==> src/rtl/asp_pkg.sv <==
`default_nettype none

package asp_pkg;

    // Item field widths
    localparam int OPCODE_W = 3;
    localparam int ADDR_W   = 16;
    localparam int LEN_W    = 17;
    localparam int DATA_W   = 8;
    localparam int SAMPLE_W = 16;
    localparam int INC_W    = 18;

    // Decoder state widths
    localparam int POS_W   = 17;
    localparam int PHASE_W = 19;
    localparam int PRED_W  = 12;
    localparam int IDX_W   = 6;
    localparam int STEP_W  = 11;
    localparam int DIFF_W  = 12;

    // Sample memory
    localparam int MEM_DEPTH = 65536;
    localparam int MEM_AW    = $clog2(MEM_DEPTH);

    localparam logic [INC_W-1:0] DEFAULT_INC = INC_W'(23219);
    localparam logic [IDX_W-1:0] IDX_MAX     = IDX_W'(48);
    localparam logic [PRED_W-1:0] PRED_HI    = 12'h7FF;
    localparam logic [PRED_W-1:0] PRED_LO    = 12'h800;

    // Sequencer program counter
    localparam int UPC_W = 5;

    // Item kinds carried on tuser
    localparam logic [OPCODE_W-1:0] OP_LOAD   = 3'd0;
    localparam logic [OPCODE_W-1:0] OP_CTRL   = 3'd1;
    localparam logic [OPCODE_W-1:0] OP_NIBBLE = 3'd2;
    localparam logic [OPCODE_W-1:0] OP_START  = 3'd3;
    localparam logic [OPCODE_W-1:0] OP_TICK   = 3'd4;

    // Datapath micro-operations
    typedef enum logic [3:0] {
        DP_NOP       = 4'd0,
        DP_LOAD      = 4'd1,
        DP_CTRL      = 4'd2,
        DP_DIFF_DATA = 4'd3,
        DP_DIFF_MEM  = 4'd4,
        DP_APPLY     = 4'd5,
        DP_START     = 4'd6,
        DP_PHASE_ADD = 4'd7,
        DP_PHASE_SUB = 4'd8,
        DP_MEM_READ  = 4'd9,
        DP_STOP      = 4'd10,
        DP_EMIT_ACT  = 4'd11,
        DP_EMIT_IDLE = 4'd12
    } t_dpop;

    // Branch conditions
    typedef enum logic [2:0] {
        C_NEXT      = 3'd0,
        C_ALWAYS    = 3'd1,
        C_DISPATCH  = 3'd2,
        C_NO_GO     = 3'd3,
        C_PHASE_LOW = 3'd4,
        C_AT_END    = 3'd5,
        C_OUT_FREE  = 3'd6
    } t_cond;

    typedef struct packed {
        t_dpop             op;
        t_cond             cond;
        logic [UPC_W-1:0]  target;
    } t_uword;

    // Sequencer to datapath
    typedef struct packed {
        logic  accept;
        t_dpop op;
    } t_ctrl;

    // Datapath to sequencer
    typedef struct packed {
        logic no_go;
        logic phase_low;
        logic at_end;
        logic out_free;
    } t_status;

    localparam logic [STEP_W-1:0] STEP_LUT [0:48] = '{
        11'd16,   11'd17,   11'd19,   11'd21,   11'd23,   11'd25,   11'd28,
        11'd31,   11'd34,   11'd37,   11'd41,   11'd45,   11'd50,   11'd55,
        11'd60,   11'd66,   11'd73,   11'd80,   11'd88,   11'd97,   11'd107,
        11'd118,  11'd130,  11'd143,  11'd157,  11'd173,  11'd190,  11'd209,
        11'd230,  11'd253,  11'd279,  11'd307,  11'd337,  11'd371,  11'd408,
        11'd449,  11'd494,  11'd544,  11'd598,  11'd658,  11'd724,  11'd796,
        11'd876,  11'd963,  11'd1060, 11'd1166, 11'd1282, 11'd1411, 11'd1552
    };

    function automatic logic [STEP_W-1:0] step_lookup(input logic [IDX_W-1:0] idx);
        logic [STEP_W-1:0] s;
        s = '0;
        if (idx <= IDX_MAX) begin
            s = STEP_LUT[idx];
        end
        return s;
    endfunction

endpackage

`default_nettype wire

==> src/rtl/asp_sequencer.sv <==
`default_nettype none

module asp_sequencer
    import asp_pkg::*;
(
    input  wire logic                i_clk,
    input  wire logic                i_rst_n,
    input  wire logic                i_in_valid,
    input  wire logic [OPCODE_W-1:0] i_opcode,
    input  wire t_status             i_status,
    output logic                     o_in_ready,
    output t_ctrl                    o_ctrl
);

    // Microcode addresses
    localparam logic [UPC_W-1:0] UA_DISPATCH  = 5'd0;
    localparam logic [UPC_W-1:0] UA_LOAD      = 5'd1;
    localparam logic [UPC_W-1:0] UA_CTRL      = 5'd2;
    localparam logic [UPC_W-1:0] UA_NIBBLE    = 5'd3;
    localparam logic [UPC_W-1:0] UA_NIB_APPLY = 5'd4;
    localparam logic [UPC_W-1:0] UA_START     = 5'd5;
    localparam logic [UPC_W-1:0] UA_TICK      = 5'd6;
    localparam logic [UPC_W-1:0] UA_PH_ADD    = 5'd7;
    localparam logic [UPC_W-1:0] UA_LOOP      = 5'd8;
    localparam logic [UPC_W-1:0] UA_PH_SUB    = 5'd9;
    localparam logic [UPC_W-1:0] UA_READ      = 5'd10;
    localparam logic [UPC_W-1:0] UA_DIFF      = 5'd11;
    localparam logic [UPC_W-1:0] UA_APPLY     = 5'd12;
    localparam logic [UPC_W-1:0] UA_STOP      = 5'd13;
    localparam logic [UPC_W-1:0] UA_EMIT_ACT  = 5'd14;
    localparam logic [UPC_W-1:0] UA_EMIT_WAIT = 5'd15;
    localparam logic [UPC_W-1:0] UA_EMIT_IDLE = 5'd16;
    localparam logic [UPC_W-1:0] UA_IDLE_WAIT = 5'd17;

    logic [UPC_W-1:0] r_upc;
    logic [UPC_W-1:0] n_upc;
    t_uword           w_word;
    logic             w_accept;
    logic [UPC_W-1:0] w_entry;

    // Control store
    always_comb begin
        case (r_upc)
            UA_DISPATCH:  w_word = '{DP_NOP,       C_DISPATCH,  UA_DISPATCH};
            UA_LOAD:      w_word = '{DP_LOAD,      C_ALWAYS,    UA_DISPATCH};
            UA_CTRL:      w_word = '{DP_CTRL,      C_ALWAYS,    UA_DISPATCH};
            UA_NIBBLE:    w_word = '{DP_DIFF_DATA, C_NEXT,      UA_DISPATCH};
            UA_NIB_APPLY: w_word = '{DP_APPLY,     C_ALWAYS,    UA_DISPATCH};
            UA_START:     w_word = '{DP_START,     C_ALWAYS,    UA_DISPATCH};
            UA_TICK:      w_word = '{DP_NOP,       C_NO_GO,     UA_EMIT_IDLE};
            UA_PH_ADD:    w_word = '{DP_PHASE_ADD, C_NEXT,      UA_DISPATCH};
            UA_LOOP:      w_word = '{DP_NOP,       C_PHASE_LOW, UA_EMIT_ACT};
            UA_PH_SUB:    w_word = '{DP_PHASE_SUB, C_AT_END,    UA_STOP};
            UA_READ:      w_word = '{DP_MEM_READ,  C_NEXT,      UA_DISPATCH};
            UA_DIFF:      w_word = '{DP_DIFF_MEM,  C_NEXT,      UA_DISPATCH};
            UA_APPLY:     w_word = '{DP_APPLY,     C_ALWAYS,    UA_LOOP};
            UA_STOP:      w_word = '{DP_STOP,      C_NEXT,      UA_DISPATCH};
            UA_EMIT_ACT:  w_word = '{DP_EMIT_ACT,  C_OUT_FREE,  UA_DISPATCH};
            UA_EMIT_WAIT: w_word = '{DP_NOP,       C_ALWAYS,    UA_EMIT_ACT};
            UA_EMIT_IDLE: w_word = '{DP_EMIT_IDLE, C_OUT_FREE,  UA_DISPATCH};
            UA_IDLE_WAIT: w_word = '{DP_NOP,       C_ALWAYS,    UA_EMIT_IDLE};
            default:      w_word = '{DP_NOP,       C_ALWAYS,    UA_DISPATCH};
        endcase
    end

    // Entry point per item kind; unused kinds are dropped
    always_comb begin
        case (i_opcode)
            OP_LOAD:   w_entry = UA_LOAD;
            OP_CTRL:   w_entry = UA_CTRL;
            OP_NIBBLE: w_entry = UA_NIBBLE;
            OP_START:  w_entry = UA_START;
            OP_TICK:   w_entry = UA_TICK;
            default:   w_entry = UA_DISPATCH;
        endcase
    end

    assign o_in_ready = (r_upc == UA_DISPATCH);
    assign w_accept   = o_in_ready && i_in_valid;

    // Branch resolution
    always_comb begin
        case (w_word.cond)
            C_NEXT:      n_upc = r_upc + UPC_W'(1);
            C_ALWAYS:    n_upc = w_word.target;
            C_DISPATCH:  n_upc = w_accept ? w_entry : UA_DISPATCH;
            C_NO_GO:     n_upc = i_status.no_go     ? w_word.target : r_upc + UPC_W'(1);
            C_PHASE_LOW: n_upc = i_status.phase_low ? w_word.target : r_upc + UPC_W'(1);
            C_AT_END:    n_upc = i_status.at_end    ? w_word.target : r_upc + UPC_W'(1);
            C_OUT_FREE:  n_upc = i_status.out_free  ? w_word.target : r_upc + UPC_W'(1);
            default:     n_upc = UA_DISPATCH;
        endcase
    end

    always_ff @(posedge i_clk) begin
        if (!i_rst_n) begin
            r_upc <= UA_DISPATCH;
        end else begin
            r_upc <= n_upc;
        end
    end

    assign o_ctrl.accept = w_accept;
    assign o_ctrl.op     = w_word.op;

endmodule

`default_nettype wire

==> config.mk <==
export PLATFORM = sky130hd
export DESIGN_NAME = asp_sequencer
export DESIGN_NICKNAME = d
export VERILOG_FILES = /design/src/rtl/asp_pkg.sv /design/src/rtl/asp_sequencer.sv
export SDC_FILE = /design/constraint.sdc
export NUM_CORES = 1
export LEC_CHECK = 0
export ABC_AREA = 1
export BUFFER_PORTS_ARGS = -buffer_cell sky130_fd_sc_hd__buf_2
export CAP_MARGIN = 0
export CORE_ASPECT_RATIO = 0.9
export CORE_MARGIN = 8
export CORE_UTILIZATION = 28
export CTS_BUF_LIST = sky130_fd_sc_hd__clkbuf_8
export DETAILED_ROUTE_END_ITERATION = 7
export GPL_TIMING_DRIVEN = 0
export MAX_ROUTING_LAYER = met4
export PLACE_DENSITY_LB_ADDON = 0.05
export SYNTH_ARGS = -nofsm -noshare
export SYNTH_HDL_FRONTEND = slang
export SYNTH_SLANG_ARGS = --single-unit
==> constraint.sdc <==
create_clock -name i_clk -period 3.4 [get_ports i_clk]
set_input_delay 0.68 -clock i_clk [delete_from_list [all_inputs] [get_ports i_clk]]
set_output_delay 0.68 -clock i_clk [all_outputs]
set_load 0.03 [all_outputs]
After elaboration in Yosys (flattened, before gate mapping)
Memory sizes are Yosys's and may differ from the RTL's. A register that Yosys moved wholly into a read port is not among the register bits.
Cells that the tools add are included.
- $mul: 0
- div/mod/pow operators: 0
- shifts and indexed selects: 0
- multiplexer cells: 8
- reductions and logical operators: 4
- magnitude comparators: 0
- bitwise operators: 0
- eq/ne operators: 10
- add/sub/neg operators: 1
- operators with widths (kind ; number):
    5-bit case mux with 7 select lines ; 1
    5-bit 2-to-1 mux ; 6
    3-bit case mux with 5 select lines ; 1
    3-bit by 2-bit equality test with 1-bit output (second input constant) ; 4
    3-bit equality test (second input constant) ; 4
    3-bit by 1-bit equality test with 1-bit output (second input constant) ; 2
    3-bit zero test ; 2
    5-bit by 1-bit adder with 5-bit output (second input constant) ; 1
    5-bit zero test ; 1
    1-bit logical AND ; 1
- memory bits (read-only): 384
- bits in writable memories: 0
- flip-flop bits (word level): 5
- memories: 1
- bits in latches: 0
- word-level logic and storage cells: 25
- memories (name ; depth ; bits a word ; rd ports ; clocked after Yosys merged registers in ; wr ports ; RTL line ; source):
    (name not given) ; 32 ; 12 ; 1 ; 1 ; 0 ; asp_sequencer.sv:43 ; case (r_upc)

Longest topological paths before layout
Gate-level depths: netlist (run 1).
- word-level depth: 5
- mapped depth: 17
- gate-level depth less buffers: 17

Least setup slack after synthesis (run 1)
OpenSTA, ideal clock, no wires.
- path kind: reg2reg
- start point: register r_upc[0]
- end point: register w_word[6] (netlist name)
- clock period less this slack: 1.998 ns
- path buffers: 0
- cell stages (with the launch flop): 18
- setup slack: 1.402 ns
- arrival: 1.890 ns
- required time: 3.291 ns
- path through: dfxtp_1 > inv_1 > ha_1 > inv_1 > o21ai_0 > nand2_1 > nand2_1 > nor2_1 > nand3_1 > nand2_1 > inv_1 > ha_1 > nand3_1 > nand2_1 > nand2_1 > nand2_1 > nand2_1 > inv_1
- word-level cells in the longest chain between the ends: 5
- ends and longest elaborated chain (element ; RTL line ; source):
    from (decl) ; asp_sequencer.sv:35 ; logic [UPC_W-1:0] r_upc;
    from (signal assigned) ; asp_sequencer.sv:99 ; r_upc <= n_upc;
    branches (longest 3 deep; another with 5-bit by 1-bit adder with 5-bit output) ; n/a ;
    5-bit case mux with 7 select lines (*) ; asp_sequencer.sv:83 ; case (w_word.cond)
    5-bit 2-to-1 mux (no source line) (*) ; n/a ;
Mark *: on every way between the ends.
A chain may end at the register's enable or synchronous reset.

Final worst setup path (run 1)
- start point: register r_upc[0]
- end point: register w_word[6] (netlist name)
- word-level cells in the longest chain between the ends: 5
- ends and longest elaborated chain (element ; RTL line):
    branches (longest 3 deep; another with 5-bit by 1-bit adder with 5-bit output) ; n/a
    5-bit case mux with 7 select lines (*) ; asp_sequencer.sv:83
    5-bit 2-to-1 mux (no source line) (*) ; n/a
Marked as above.

==> summary.md, run 1 <==
| Metric | Value |
|---|---|
| Most frequent cell after synthesis | `sky130_fd_sc_hd__nand2_1` |
| Cts bufs inserted | `3` |
| Achievable frequency | `~400 MHz` |
| Seq/Total Area, Yosys | `0.226` |
| Synthesized cell area | `1500 µm²` |
| All-Layer GR Usage | `0.105` |
| Fraction of final layout cells sized beyond drive strength 1 | `0.215` |
| Final Routed Wirelength | `3.76 mm` |
| Crit path capture type | `flop` |
| Largest net degree at the start of global routing | `11` |
| Setup slack at placement | `between 0.8 and 0.9 ns` |
| H-tree levels | `1` |
| Number of hold violations in the final report | `0` |
| Setup TNS | `0 ns` |
| Fin crit period | `2.50 ns` |
| Instance count of the mapped netlist | `around 240` |
| Fraction of power spent switching nets | `0.471` |
| Synth cell types | `25` |
| CTS-repair resized insts | `0` |
| Per-instance average area after synthesis | `between 6 and 7 µm²` |
| Total chip power | `about 0.94 mW` |
| Clk Latency, worst-skew pair | `0.25 ns` |
| Timing endpoint of the critical path | `w_word[6]` |
| Most instantiated flip-flop cell in the synthesis netlist | `sky130_fd_sc_hd__dfxtp_1` |
| Yosys top cell area share | `0.226` |
| Die X-Extent | `93.3 µm` |
| Worst slew margin relative to its limit | `0.784` |
| Total core area | `between 5000 and 6000 µm²` |
| Clk pin slew, worst setup/hold paths | `0.07 ns` |
| Status | `completed` |
| Vertical extent of the die | `85.5 µm` |
| Count of vias placed by the detailed router | `between 1000 and 1500` |
| Crit path launch | `r_upc[0]` |
| Internal portion of total power | `0.495 mW` |
| Average routed wire per standard cell | `11.5 µm` |
| Setup ws final | `0.898 ns` |
| Worst R2R End | `w_word[6]` |
| Part of the total power dissipated in the clock network | `0.161` |
| Worst-case clock buffer depth | `2` |
| Origin of the critical flop-to-flop path | `r_upc[0]` |
| Count of routing violations after the opening detailed-route iteration | `35` |
| Setup repair after global routing missed its margin | `false` |
| Sum of overflow across all layers after global routing | `0` |
| Critical-path maximum fanout | `8` |
| ANT cells | `0` |
| Part of the power in registers | `0.281` |
| Final period utilization | `0.736` |
| Top post-synthesis cells by count | `sky130_fd_sc_hd__nand2_1 (67), sky130_fd_sc_hd__inv_1 (35), sky130_fd_sc_hd__nor2_1 (30)` |
| DRC violation count after routing | `0` |
| CTS sink count | `17` |
| Root cell of the clock tree | `sky130_fd_sc_hd__clkbuf_8` |
| Switching power | `~0.44 mW` |
| Final Net Count | `281` |
| Final Max Slew Viols | `0` |
| Logic pwr share | `0.558` |
| Number of setup violations in the final report | `0` |
| Global-route wire length before repair | `6.52 mm` |
| Final design utilization | `0.327` |
| Register bit total from synthesis | `17` |
| Synth Net Count | `261` |
| Clock tree from TritonCTS | `done` |
| Post-route ant nets | `0` |
| Synth warn | `0` |
| Hold Crit Class | `flop to flop` |
| Cell count of the worst reg-to-reg path | `17` |
| Max Cap Viol | `0` |
| Clock tree skew after final layout | `0.00738 ns` |
| Required time reported for the critical path endpoint | `3.55 ns` |
| Number of optimization iterations in the first detailed-route pass | `4` |
| Area Growth Syn to Fin | `13.6%` |
| Starting density of the core | `0.288` |
| Number of rows created at floorplan | `25` |
| Largest vdd supply drop | `0.187 mV` |
| Ratio of routed vias to standard cells | `about 4.3` |
| Floorplan die area | `roughly 8000 µm²` |
| Startpoint kind of the worst setup timing path | `flop` |
| Path type of the worst setup path | `flop to flop` |
| Count of input and output buffers | `15` |
| Post-detail-place hpwl | `approximately 3.1 mm` |
| Arrival time reported for the critical path endpoint | `2.65 ns` |
| Antenna violations before repair | `0` |
| Post-CTS setup repair buffer count | `0` |
| Number of buffers added to fix hold violations after cts | `0` |
| Dominant cell type by area after synthesis | `sky130_fd_sc_hd__dfxtp_1` |
| Top-level port count | `16` |
| Least-Margin Pin Slew | `approximately 0.32 ns` |
| Share of flip-flops with an asynchronous set or reset after synthesis | `0` |
| Setup slack of the most critical reg-to-reg path | `approximately 0.90 ns` |
| PwrDens | `547 nW/µm²` |
| Static Leak | `0.941 nW` |
| Number of synthesized flops with an enable pin | `0` |
| Most area-consuming cells after synthesis | `sky130_fd_sc_hd__dfxtp_1 (23%), sky130_fd_sc_hd__nand2_1 (17%), sky130_fd_sc_hd__inv_1 (8.7%)` |
| Via count of the first global-routing pass | `roughly 1300` |
| Gpl congestion | `0.807` |
logic make-up after synthesis:
| kind of cell | share of synthesized area |
|---|---|
| adders and majority gates | 0.0749 |
| buffers and inverters | 0.145 |
| and+or+nand+nor | 0.445 |
| xor gates and xnor gates | 0.0116 |
| DFF | 0.226 |
| AOI/OAI and AO/OA | 0.0973 |
critical path, cell delays in order, from the launching register on:
cell and delay, ns:
sky130_fd_sc_hd__dfxtp_1 0.48, sky130_fd_sc_hd__inv_1 0.08, sky130_fd_sc_hd__ha_1 0.33, sky130_fd_sc_hd__inv_1 0.11, sky130_fd_sc_hd__o21ai_0 0.08, sky130_fd_sc_hd__nand2_1 0.06
sky130_fd_sc_hd__nand2_1 0.06, sky130_fd_sc_hd__nor2_1 0.10, sky130_fd_sc_hd__nand3_1 0.10, sky130_fd_sc_hd__nand2_1 0.24, sky130_fd_sc_hd__inv_1 0.15, sky130_fd_sc_hd__ha_1 0.21
sky130_fd_sc_hd__nand3_1 0.14, sky130_fd_sc_hd__nand2_1 0.07, sky130_fd_sc_hd__nand2_1 0.06, sky130_fd_sc_hd__nand2_1 0.05, sky130_fd_sc_hd__nand2_1 0.05, sky130_fd_sc_hd__inv_1 0.03
power groups by stage:
| stage | logic [mW] | clock network [mW] | registers, mW |
|---|---|---|---|
| after global routing | 0.598 | 0.167 | 0.267 |
| after global placement | 0.538 | 0 | 0.267 |
| final | 0.522 | 0.151 | 0.263 |
| after CTS | 0.534 | 0.155 | 0.262 |
| after detailed placement | 0.532 | 0 | 0.267 |
| after floorplan | 0.409 | 0 | 0.259 |
per-stage QoR:
step / instance area, µm² / instances / hold slack [ns]
after CTS: 1710 / 328 / 0.554
after global routing: 1710 / 328 / 0.582
final: 1710 / 328 / 0.542
after global placement: 1660 / 324 / 0.555
after detailed placement: 1660 / 324 / 0.549
after floorplan: 1500 / 242 / 0.500
registers in the layout, indices dropped and copies added, names as in the netlist:
register,count
w_word,12
r_upc,5
cell type report:
cell class	count	area, µm²
clock inverters	1	5.00
repair buffers	15	75.1
multi-input cells	176	946
fillers	593	3510
clock buffers	3	41.3
well taps	67	83.8
plain buffers	7	58.8
flip-flops and latches	17	340
inverters	42	159
routing by layer:
layer	GRT usage	part of all wire	up-vias
met5	-	0	-
met4	0.0263	0.0064	0
met3	0.0209	0.031	2
met2	0.159	0.44	18
met1	0.137	0.52	600
li1	-	-	781
how the worst min path moves through the flow:
stage / slack (ns) / end / start / cells past startpoint
finish: 0.54 / r_upc[3] / w_word[3] / 2
CTS: 0.55 / r_upc[3] / w_word[3] / 2
floorplan: 0.50 / r_upc[3] / w_word[3] / 2
detailed placement: 0.55 / w_word[4] / w_word[4] / 3
global placement: 0.55 / w_word[4] / w_word[4] / 3
global route: 0.58 / r_upc[3] / w_word[3] / 2
layout by cell type (no fill, tap or decap), types with 5 or more instances in the layout:
cell                      count
sky130_fd_sc_hd__a21oi_1      5
sky130_fd_sc_hd__buf_2       15
sky130_fd_sc_hd__buf_4        6
sky130_fd_sc_hd__dfxtp_1     17
sky130_fd_sc_hd__ha_1         9
sky130_fd_sc_hd__inv_1       35
sky130_fd_sc_hd__inv_2        6
sky130_fd_sc_hd__nand2_1     67
sky130_fd_sc_hd__nand2_2      5
sky130_fd_sc_hd__nand3_1     22
sky130_fd_sc_hd__nor2_1      30
sky130_fd_sc_hd__o21ai_0     10
(Power assumes the default switching activity.)
==> run 2, diff against run 1 <==
==> constraint.sdc (replaced) <==
create_clock -name i_clk -period 2.05 [get_ports i_clk]
set_input_delay 0.41 -clock i_clk [delete_from_list [all_inputs] [get_ports i_clk]]
set_output_delay 0.41 -clock i_clk [all_outputs]
set_load 0.03 [all_outputs]
==> run 2 against run 1 <==
Against the previous run:
- core utilization is 4.7 points higher
- first-iteration DRC count rose by 14%
- total power rose by 95%
- worst setup slack worse by 0.79 ns
- routed wire length increased by 6.0%
- via count up 3.0%
- count of clock-buffer cells in the layout stayed put
- critical endpoint is now w_word[5]
- largest cell class unchanged
==> summary.md, run 2 (synthesis results as in run 1) <==
| Metric | Value |
|---|---|
| Count of routing violations after the opening detailed-route iteration | `40 (was 35)` |
| Seq. cell area | `348 µm² (was 340 µm²)` |
| Number of optimization iterations in the first detailed-route pass | `4 (unchanged)` |
| Setup ws final | `0.104 ns (was 0.898 ns)` |
| Top-level port count | `16 (unchanged)` |
| Total chip power | `1.82 mW (was 0.935 mW)` |
| Number of buffers added to fix hold violations after cts | `0 (unchanged)` |
| Arrival time reported for the critical path endpoint | `2.08 ns (was 2.65 ns)` |
| Die X-Extent | `93.3 µm (unchanged)` |
| Final Routed Wirelength | `3.99 mm (was 3.76 mm)` |
| Post-detail-place hpwl | `3.14 mm (unchanged)` |
| Static Leak | `1.01 nW (was 0.941 nW)` |
| Number of hold violations in the final report | `0 (unchanged)` |
| Gpl congestion | `0.807 (unchanged)` |
| Fin crit period | `1.95 ns (was 2.50 ns)` |
| Clk pin slew, worst setup/hold paths | `0.07 ns (about the same)` |
| Floorplan die area | `7980 µm² (unchanged)` |
| Worst slew margin relative to its limit | `0.828 (was 0.784)` |
| Count of vias placed by the detailed router | `1443 (was 1401)` |
| Area Growth Syn to Fin | `29.9% (was 13.6%)` |
| Required time reported for the critical path endpoint | `2.19 ns (was 3.55 ns)` |
| Crit path launch | `r_upc[0] (unchanged)` |
| Status | `completed (unchanged)` |
| Clock tree skew after final layout | `0.00553 ns (was 0.00738 ns)` |
| Max Cap Viol | `0 (unchanged)` |
| Flip-flop count of the largest register, all copies and words added | `12 (unchanged)` |
| Ratio of routed vias to standard cells | `4.28 (was 4.27)` |
| Critical-path maximum fanout | `6 (was 8)` |
| Starting density of the core | `0.288 (unchanged)` |
| Hold Crit Class | `input pin to flop (was flop to flop)` |
| All-Layer GR Usage | `0.106 (was 0.105)` |
| Global-route wire length before repair | `6.58 mm (was 6.52 mm)` |
| Largest net degree at the start of global routing | `11 (unchanged)` |
| Vertical extent of the die | `85.5 µm (unchanged)` |
| Post-route ant nets | `0 (unchanged)` |
| Cts bufs inserted | `3 (unchanged)` |
| Setup slack at placement | `-0.479 ns (was 0.871 ns)` |
| Root cell of the clock tree | `sky130_fd_sc_hd__clkbuf_8 (unchanged)` |
| Largest vdd supply drop | `0.318 mV (was 0.187 mV)` |
| Clk Latency, worst-skew pair | `0.25 ns (about the same)` |
| Startpoint kind of the worst setup timing path | `flop (unchanged)` |
| Fill count | `574 (was 593)` |
| Setup repair after global routing missed its margin | `true (was false)` |
| H-tree levels | `1 (unchanged)` |
| Final Max Slew Viols | `0 (unchanged)` |
| Final period utilization | `0.949 (was 0.736)` |
| Fraction of final layout cells sized beyond drive strength 1 | `0.374 (was 0.215)` |
| Worst min-delay path startpoint | `i_rst_n (was w_word[3])` |
| Worst-case clock buffer depth | `2 (unchanged)` |
| Achievable frequency | `514 MHz (was 400 MHz)` |
| Count of input and output buffers | `15 (unchanged)` |
| Average routed wire per standard cell | `11.8 µm (was 11.5 µm)` |
| PwrDens | `931 nW/µm² (was 547 nW/µm²)` |
| Path type of the worst setup path | `flop to flop (unchanged)` |
| Multi-input gate area in the final layout | `1090 µm² (was 946 µm²)` |
| Crit path capture type | `flop (unchanged)` |
| Total core area | `5220 µm² (unchanged)` |
| ANT cells | `0 (unchanged)` |
| Leading cell types in the layout, fill and taps excluded | `sky130_fd_sc_hd__nand2_1 (59), sky130_fd_sc_hd__inv_1 (29), sky130_fd_sc_hd__nor2_1 (24), sky130_fd_sc_hd__nand3_1 (19), sky130_fd_sc_hd__buf_2 (15) (was sky130_fd_sc_hd__nand2_1 (67), sky130_fd_sc_hd__inv_1 (35), sky130_fd_sc_hd__nor2_1 (30), sky130_fd_sc_hd__nand3_1 (22), sky130_fd_sc_hd__dfxtp_1 (17))` |
| Origin of the critical flop-to-flop path | `r_upc[0] (unchanged)` |
| Antenna violations before repair | `0 (unchanged)` |
| Via count of the first global-routing pass | `1357 (was 1349)` |
| DRC violation count after routing | `0 (unchanged)` |
| Least-Margin Pin Slew | `0.257 ns (was 0.324 ns)` |
| CTS sink count | `17 (unchanged)` |
| Sum of overflow across all layers after global routing | `0 (unchanged)` |
| Number of rows created at floorplan | `25 (unchanged)` |
| Final Net Count | `290 (was 281)` |
| Leading cell type in the layout, fill and taps excluded | `sky130_fd_sc_hd__nand2_1 (unchanged)` |
| Number of setup violations in the final report | `0 (unchanged)` |
| Clock tree from TritonCTS | `done (unchanged)` |
run 2: cell count changes in the layout (fill, tap and decap cells not counted), sizes merged:
cell  delta
buf      +9
run 2: area by class of cell:
class,instances,area share
plain buffers,7,0.0320
clock buffers,3,0.0211
clock inverters,1,0.00256
inverters,42,0.0851
multi-input cells,176,0.560
flip-flops and latches,17,0.178
well taps,67,0.0429
repair buffers,24,0.0787
run 2: power by group:
part / leakage [nW] / internal (mW) / total, mW / switching (mW)
clock network: 0.0255 / 0.135 / 0.248 / 0.113
logic: 0.848 / 0.445 / 1.14 / 0.693
registers: 0.140 / 0.393 / 0.434 / 0.0413
total: 1.01 / 0.973 / 1.82 / 0.847
run 2: path summary, 6_finish.rpt:
| path | slack (ns) | end | cells past startpoint |
|---|---|---|---|
| min | 0.47 | r_upc[3] | 3 |
| max reg2reg | 0.10 | w_word[5] | 15 |
| max | 0.10 | w_word[5] | 15 |
| min reg2reg | 0.55 | r_upc[3] | 2 |
run 2: metal layers:
layer / vias up / track usage / wire length, µm
met5: - / - / 0
met4: 0 / 0.0263 / 25
met3: 2 / 0.0209 / 104
met2: 10 / 0.164 / 1840
met1: 631 / 0.137 / 2020
li1: 800 / - / -
run 2: repair_timing:
action	4_1_cts	5_1_grt
setup buffers	3	6
pin swaps	1	20
hold endpoints to repair	0	0
gates cloned	0	0
endpoints found under the setup margin	12	10
gates resized for setup	15	40
run 2: metrics by stage:
step,area [µm²],util,cells,hold slack (ns),setup TNS (ns)
final,1950,0.374,337,0.468,0
after floorplan,1500,-,242,0.500,0
after global placement,1660,0.318,324,0.555,-4.77
after detailed placement,1660,0.318,324,0.549,-4.09
after global routing,1950,0.374,337,0.471,-0.0271
after CTS,1790,0.342,331,0.461,0
run 2: critical path, cell delays in order (launching register included):
cell and delay (ns):
sky130_fd_sc_hd__dfxtp_4 0.35, sky130_fd_sc_hd__buf_6 0.12, sky130_fd_sc_hd__ha_4 0.15, sky130_fd_sc_hd__inv_1 0.04, sky130_fd_sc_hd__nand2_1 0.05, sky130_fd_sc_hd__nand2_2 0.13, sky130_fd_sc_hd__nor2_2 0.04, sky130_fd_sc_hd__nor2_1 0.13
sky130_fd_sc_hd__nand2_1 0.11, sky130_fd_sc_hd__nor2_4 0.14, sky130_fd_sc_hd__nand2_4 0.12, sky130_fd_sc_hd__buf_6 0.15, sky130_fd_sc_hd__nand3_4 0.09, sky130_fd_sc_hd__nand2_2 0.06, sky130_fd_sc_hd__nor2_2 0.11, sky130_fd_sc_hd__a21oi_2 0.04
==> run 3, diff against run 2 <==
--- a/config.mk
+++ b/config.mk
@@ -8,7 +8,7 @@
 export ABC_AREA = 1
 export BUFFER_PORTS_ARGS = -buffer_cell sky130_fd_sc_hd__buf_2
 export CAP_MARGIN = 0
-export CORE_ASPECT_RATIO = 0.9
+export CORE_ASPECT_RATIO = 0.6
 export CORE_MARGIN = 8
 export CORE_UTILIZATION = 28
 export CTS_BUF_LIST = sky130_fd_sc_hd__clkbuf_8
==> run 3 against run 2 <==
Against the previous run:
- count of clock-buffer cells in the layout unchanged
- routed wire length up 7.4%
- highest routed layer unchanged
- die area up 0.93%
- global-route usage up 0.14 points
- non-clock buffer count down 1
- largest cell class unchanged
- critical path type unchanged
- register-to-register slack worse by 0.06 ns
- via count up 2.3%
- worst hold slack about the same
==> summary.md, run 3 (synthesis results as in run 1) <==
| Metric | Value |
|---|---|
| Setup ws final | `0.0391 ns (was 0.104 ns)` |
| Clock tree skew after final layout | `0.00694 ns (was 0.00553 ns)` |
| Root cell of the clock tree | `sky130_fd_sc_hd__clkbuf_8 (unchanged)` |
| Clk Latency, worst-skew pair | `0.25 ns (about the same)` |
| Least-Margin Pin Slew | `0.254 ns (was 0.257 ns)` |
| Setup TNS | `0 ns (unchanged)` |
| Setup slack at placement | `-0.517 ns (was -0.479 ns)` |
| Flip-flop count of the largest register, all copies and words added | `12 (unchanged)` |
| Final Routed Wirelength | `4.28 mm (was 3.99 mm)` |
| Final period utilization | `0.981 (was 0.949)` |
| Leading cell type in the layout, fill and taps excluded | `sky130_fd_sc_hd__nand2_1 (unchanged)` |
| Critical-path maximum fanout | `4 (was 6)` |
| Starting density of the core | `0.293 (was 0.288)` |
| Hold Crit Class | `input pin to flop (unchanged)` |
| Count of routing violations after the opening detailed-route iteration | `115 (was 40)` |
| Crit path capture type | `flop (unchanged)` |
| PwrDens | `966 nW/µm² (was 931 nW/µm²)` |
| Total buffers and inverters traversed by the critical path | `4 (was 3)` |
| DRC violation count after routing | `0 (unchanged)` |
| Count of input and output buffers | `15 (unchanged)` |
| Largest net degree at the start of global routing | `11 (unchanged)` |
| CTS sink count | `17 (unchanged)` |
| Static Leak | `1.02 nW (was 1.01 nW)` |
| H-tree levels | `1 (unchanged)` |
| Final-layout worst hold slack | `0.468 ns (about the same)` |
| Antenna violations before repair | `0 (unchanged)` |
| Worst-case clock buffer depth | `2 (unchanged)` |
| Final Net Count | `289 (was 290)` |
| Number of optimization iterations in the first detailed-route pass | `4 (unchanged)` |
| Fraction of final layout cells sized beyond drive strength 1 | `0.372 (was 0.374)` |
| Fin crit period | `2.01 ns (was 1.95 ns)` |
| Via count of the first global-routing pass | `1283 (was 1357)` |
| Crit-path cells | `inv_2, ha_4, inv_4, o21ai_2, nand2_1, nand2_1, nor2_2, nand3_2, nand2_4, buf_6, ha_4, inv_2, nand2_2, nand3_2, a21oi_2 (was buf_6, ha_4, inv_1, nand2_1, nand2_2, nor2_2, nor2_1, nand2_1, nor2_4, nand2_4, buf_6, nand3_4, nand2_2, nor2_2, a21oi_2)` |
| Total core area | `5130 µm² (was 5220 µm²)` |
| Vertical extent of the die | `72.8 µm (was 85.5 µm)` |
| Gpl congestion | `0.828 (was 0.807)` |
| Setup repair after global routing missed its margin | `true (unchanged)` |
| Leading cell types in the layout, fill and taps excluded | `sky130_fd_sc_hd__nand2_1 (62), sky130_fd_sc_hd__inv_1 (29), sky130_fd_sc_hd__nor2_1 (25), sky130_fd_sc_hd__nand3_1 (15), sky130_fd_sc_hd__buf_2 (15) (was sky130_fd_sc_hd__nand2_1 (59), sky130_fd_sc_hd__inv_1 (29), sky130_fd_sc_hd__nor2_1 (24), sky130_fd_sc_hd__nand3_1 (19), sky130_fd_sc_hd__buf_2 (15))` |
| Delay-heaviest family, CP | `adder cells (was simple AND/OR/NAND/NOR gates)` |
| Path type of the worst setup path | `flop to flop (unchanged)` |
| Top-level port count | `16 (unchanged)` |
| Worst slew margin relative to its limit | `0.829 (was 0.828)` |
| Slowest cell on crit path | `sky130_fd_sc_hd__dfxtp_4 (unchanged)` |
| Final design utilization | `0.381 (was 0.374)` |
| Achievable frequency | `497 MHz (was 514 MHz)` |
| Required time reported for the critical path endpoint | `2.23 ns (was 2.19 ns)` |
| Clk pin slew, worst setup/hold paths | `0.07 ns (about the same)` |
| CP peak stage delay | `0.38 ns (was 0.35 ns)` |
| Area Growth Syn to Fin | `30.0% (was 29.9%)` |
| Ratio of routed vias to standard cells | `4.41 (was 4.28)` |
| Die X-Extent | `111 µm (was 93.3 µm)` |
| Floorplan die area | `8050 µm² (was 7980 µm²)` |
| Total chip power | `1.89 mW (was 1.82 mW)` |
| Number of rows created at floorplan | `20 (was 25)` |
| Post-detail-place hpwl | `3.34 mm (was 3.14 mm)` |
| Max Cap Viol | `0 (unchanged)` |
| Arrival time reported for the critical path endpoint | `2.19 ns (was 2.08 ns)` |
| Largest vdd supply drop | `0.302 mV (was 0.318 mV)` |
| Average routed wire per standard cell | `12.8 µm (was 11.8 µm)` |
| Number of hold violations in the final report | `0 (unchanged)` |
| Cts bufs inserted | `3 (unchanged)` |
| Post-route ant nets | `0 (unchanged)` |
| Sum of overflow across all layers after global routing | `0 (unchanged)` |
| Count of vias placed by the detailed router | `1476 (was 1443)` |
| ANT cells | `0 (unchanged)` |
| Global-route wire length before repair | `6.75 mm (was 6.58 mm)` |
| All-Layer GR Usage | `0.107 (was 0.106)` |
| Status | `completed (unchanged)` |
| Startpoint kind of the worst setup timing path | `flop (unchanged)` |
| Final Max Slew Viols | `0 (unchanged)` |
| Clock tree from TritonCTS | `done (unchanged)` |
| Number of setup violations in the final report | `0 (unchanged)` |
[run 3: cell types whose count changed in the layout (fill, tap and decap cells not counted), sizes merged]
cell    before  now
buf         30   29
clkinv       2    1
inv         41   42
[run 3: area by class of cell]
cell class | count | area, µm²
Fill cell | 561 | 3170
Clock buffer | 3 | 41.3
Timing Repair Buffer | 23 | 146
Sequential cell | 17 | 348
Clock inverter | 1 | 3.75
Buffer | 7 | 58.8
Multi-Input combinational cell | 176 | 1110
Inverter | 42 | 169
Tap cell | 66 | 82.6
[run 3: timing repair]
| item | in CTS | in global routing |
|---|---|---|
| endpoints found under the setup margin | 12 | 10 |
| gates cloned | 0 | 0 |
| pin swaps | 3 | 26 |
| resized for setup | 19 | 36 |
| buffers inserted | 2 | 6 |
| hold buffers | 0 | 0 |
[run 3: routing by layer]
metal,GRT usage,part of all wire,vias up
met5,-,0,-
met4,0.0179,0.0042,0
met3,0.0238,0.071,2
met2,0.123,0.35,37
met1,0.172,0.58,635
li1,-,-,802
[run 3: per-stage QoR]
stage / cell area (µm²) / std cells
6_report: 1960 / 335
5_1_grt: 1960 / 335
4_1_cts: 1780 / 329
3_5_place_dp: 1660 / 323
3_3_place_gp: 1660 / 323
2_1_floorplan: 1500 / 242
[run 3: power by group]
part | internal, mW | switching (mW) | leakage, nW
sequential | 0.393 | 0.0481 | 0.140
combinational | 0.464 | 0.739 | 0.856
clock | 0.133 | 0.111 | 0.0269
[run 3: path summary, 6_finish.rpt]
check        startpoint        end  slack [ns]  cells past startpoint
min reg2reg   w_word[3]   r_upc[3]        0.56                      2
min             i_rst_n   r_upc[3]        0.47                      3
max reg2reg    r_upc[0]  w_word[5]        0.04                     15
max            r_upc[0]  w_word[5]        0.04                     15
[run 3: worst reg2reg max path, delay by kind of cell (launching register included)]
family	cells	cell delay (ns)
AOI/OAI and AO/OA	2	0.26
adders and majority gates	2	0.55
DFF	1	0.38
and+or+nand+nor	7	0.48
buffers and inverters	4	0.28
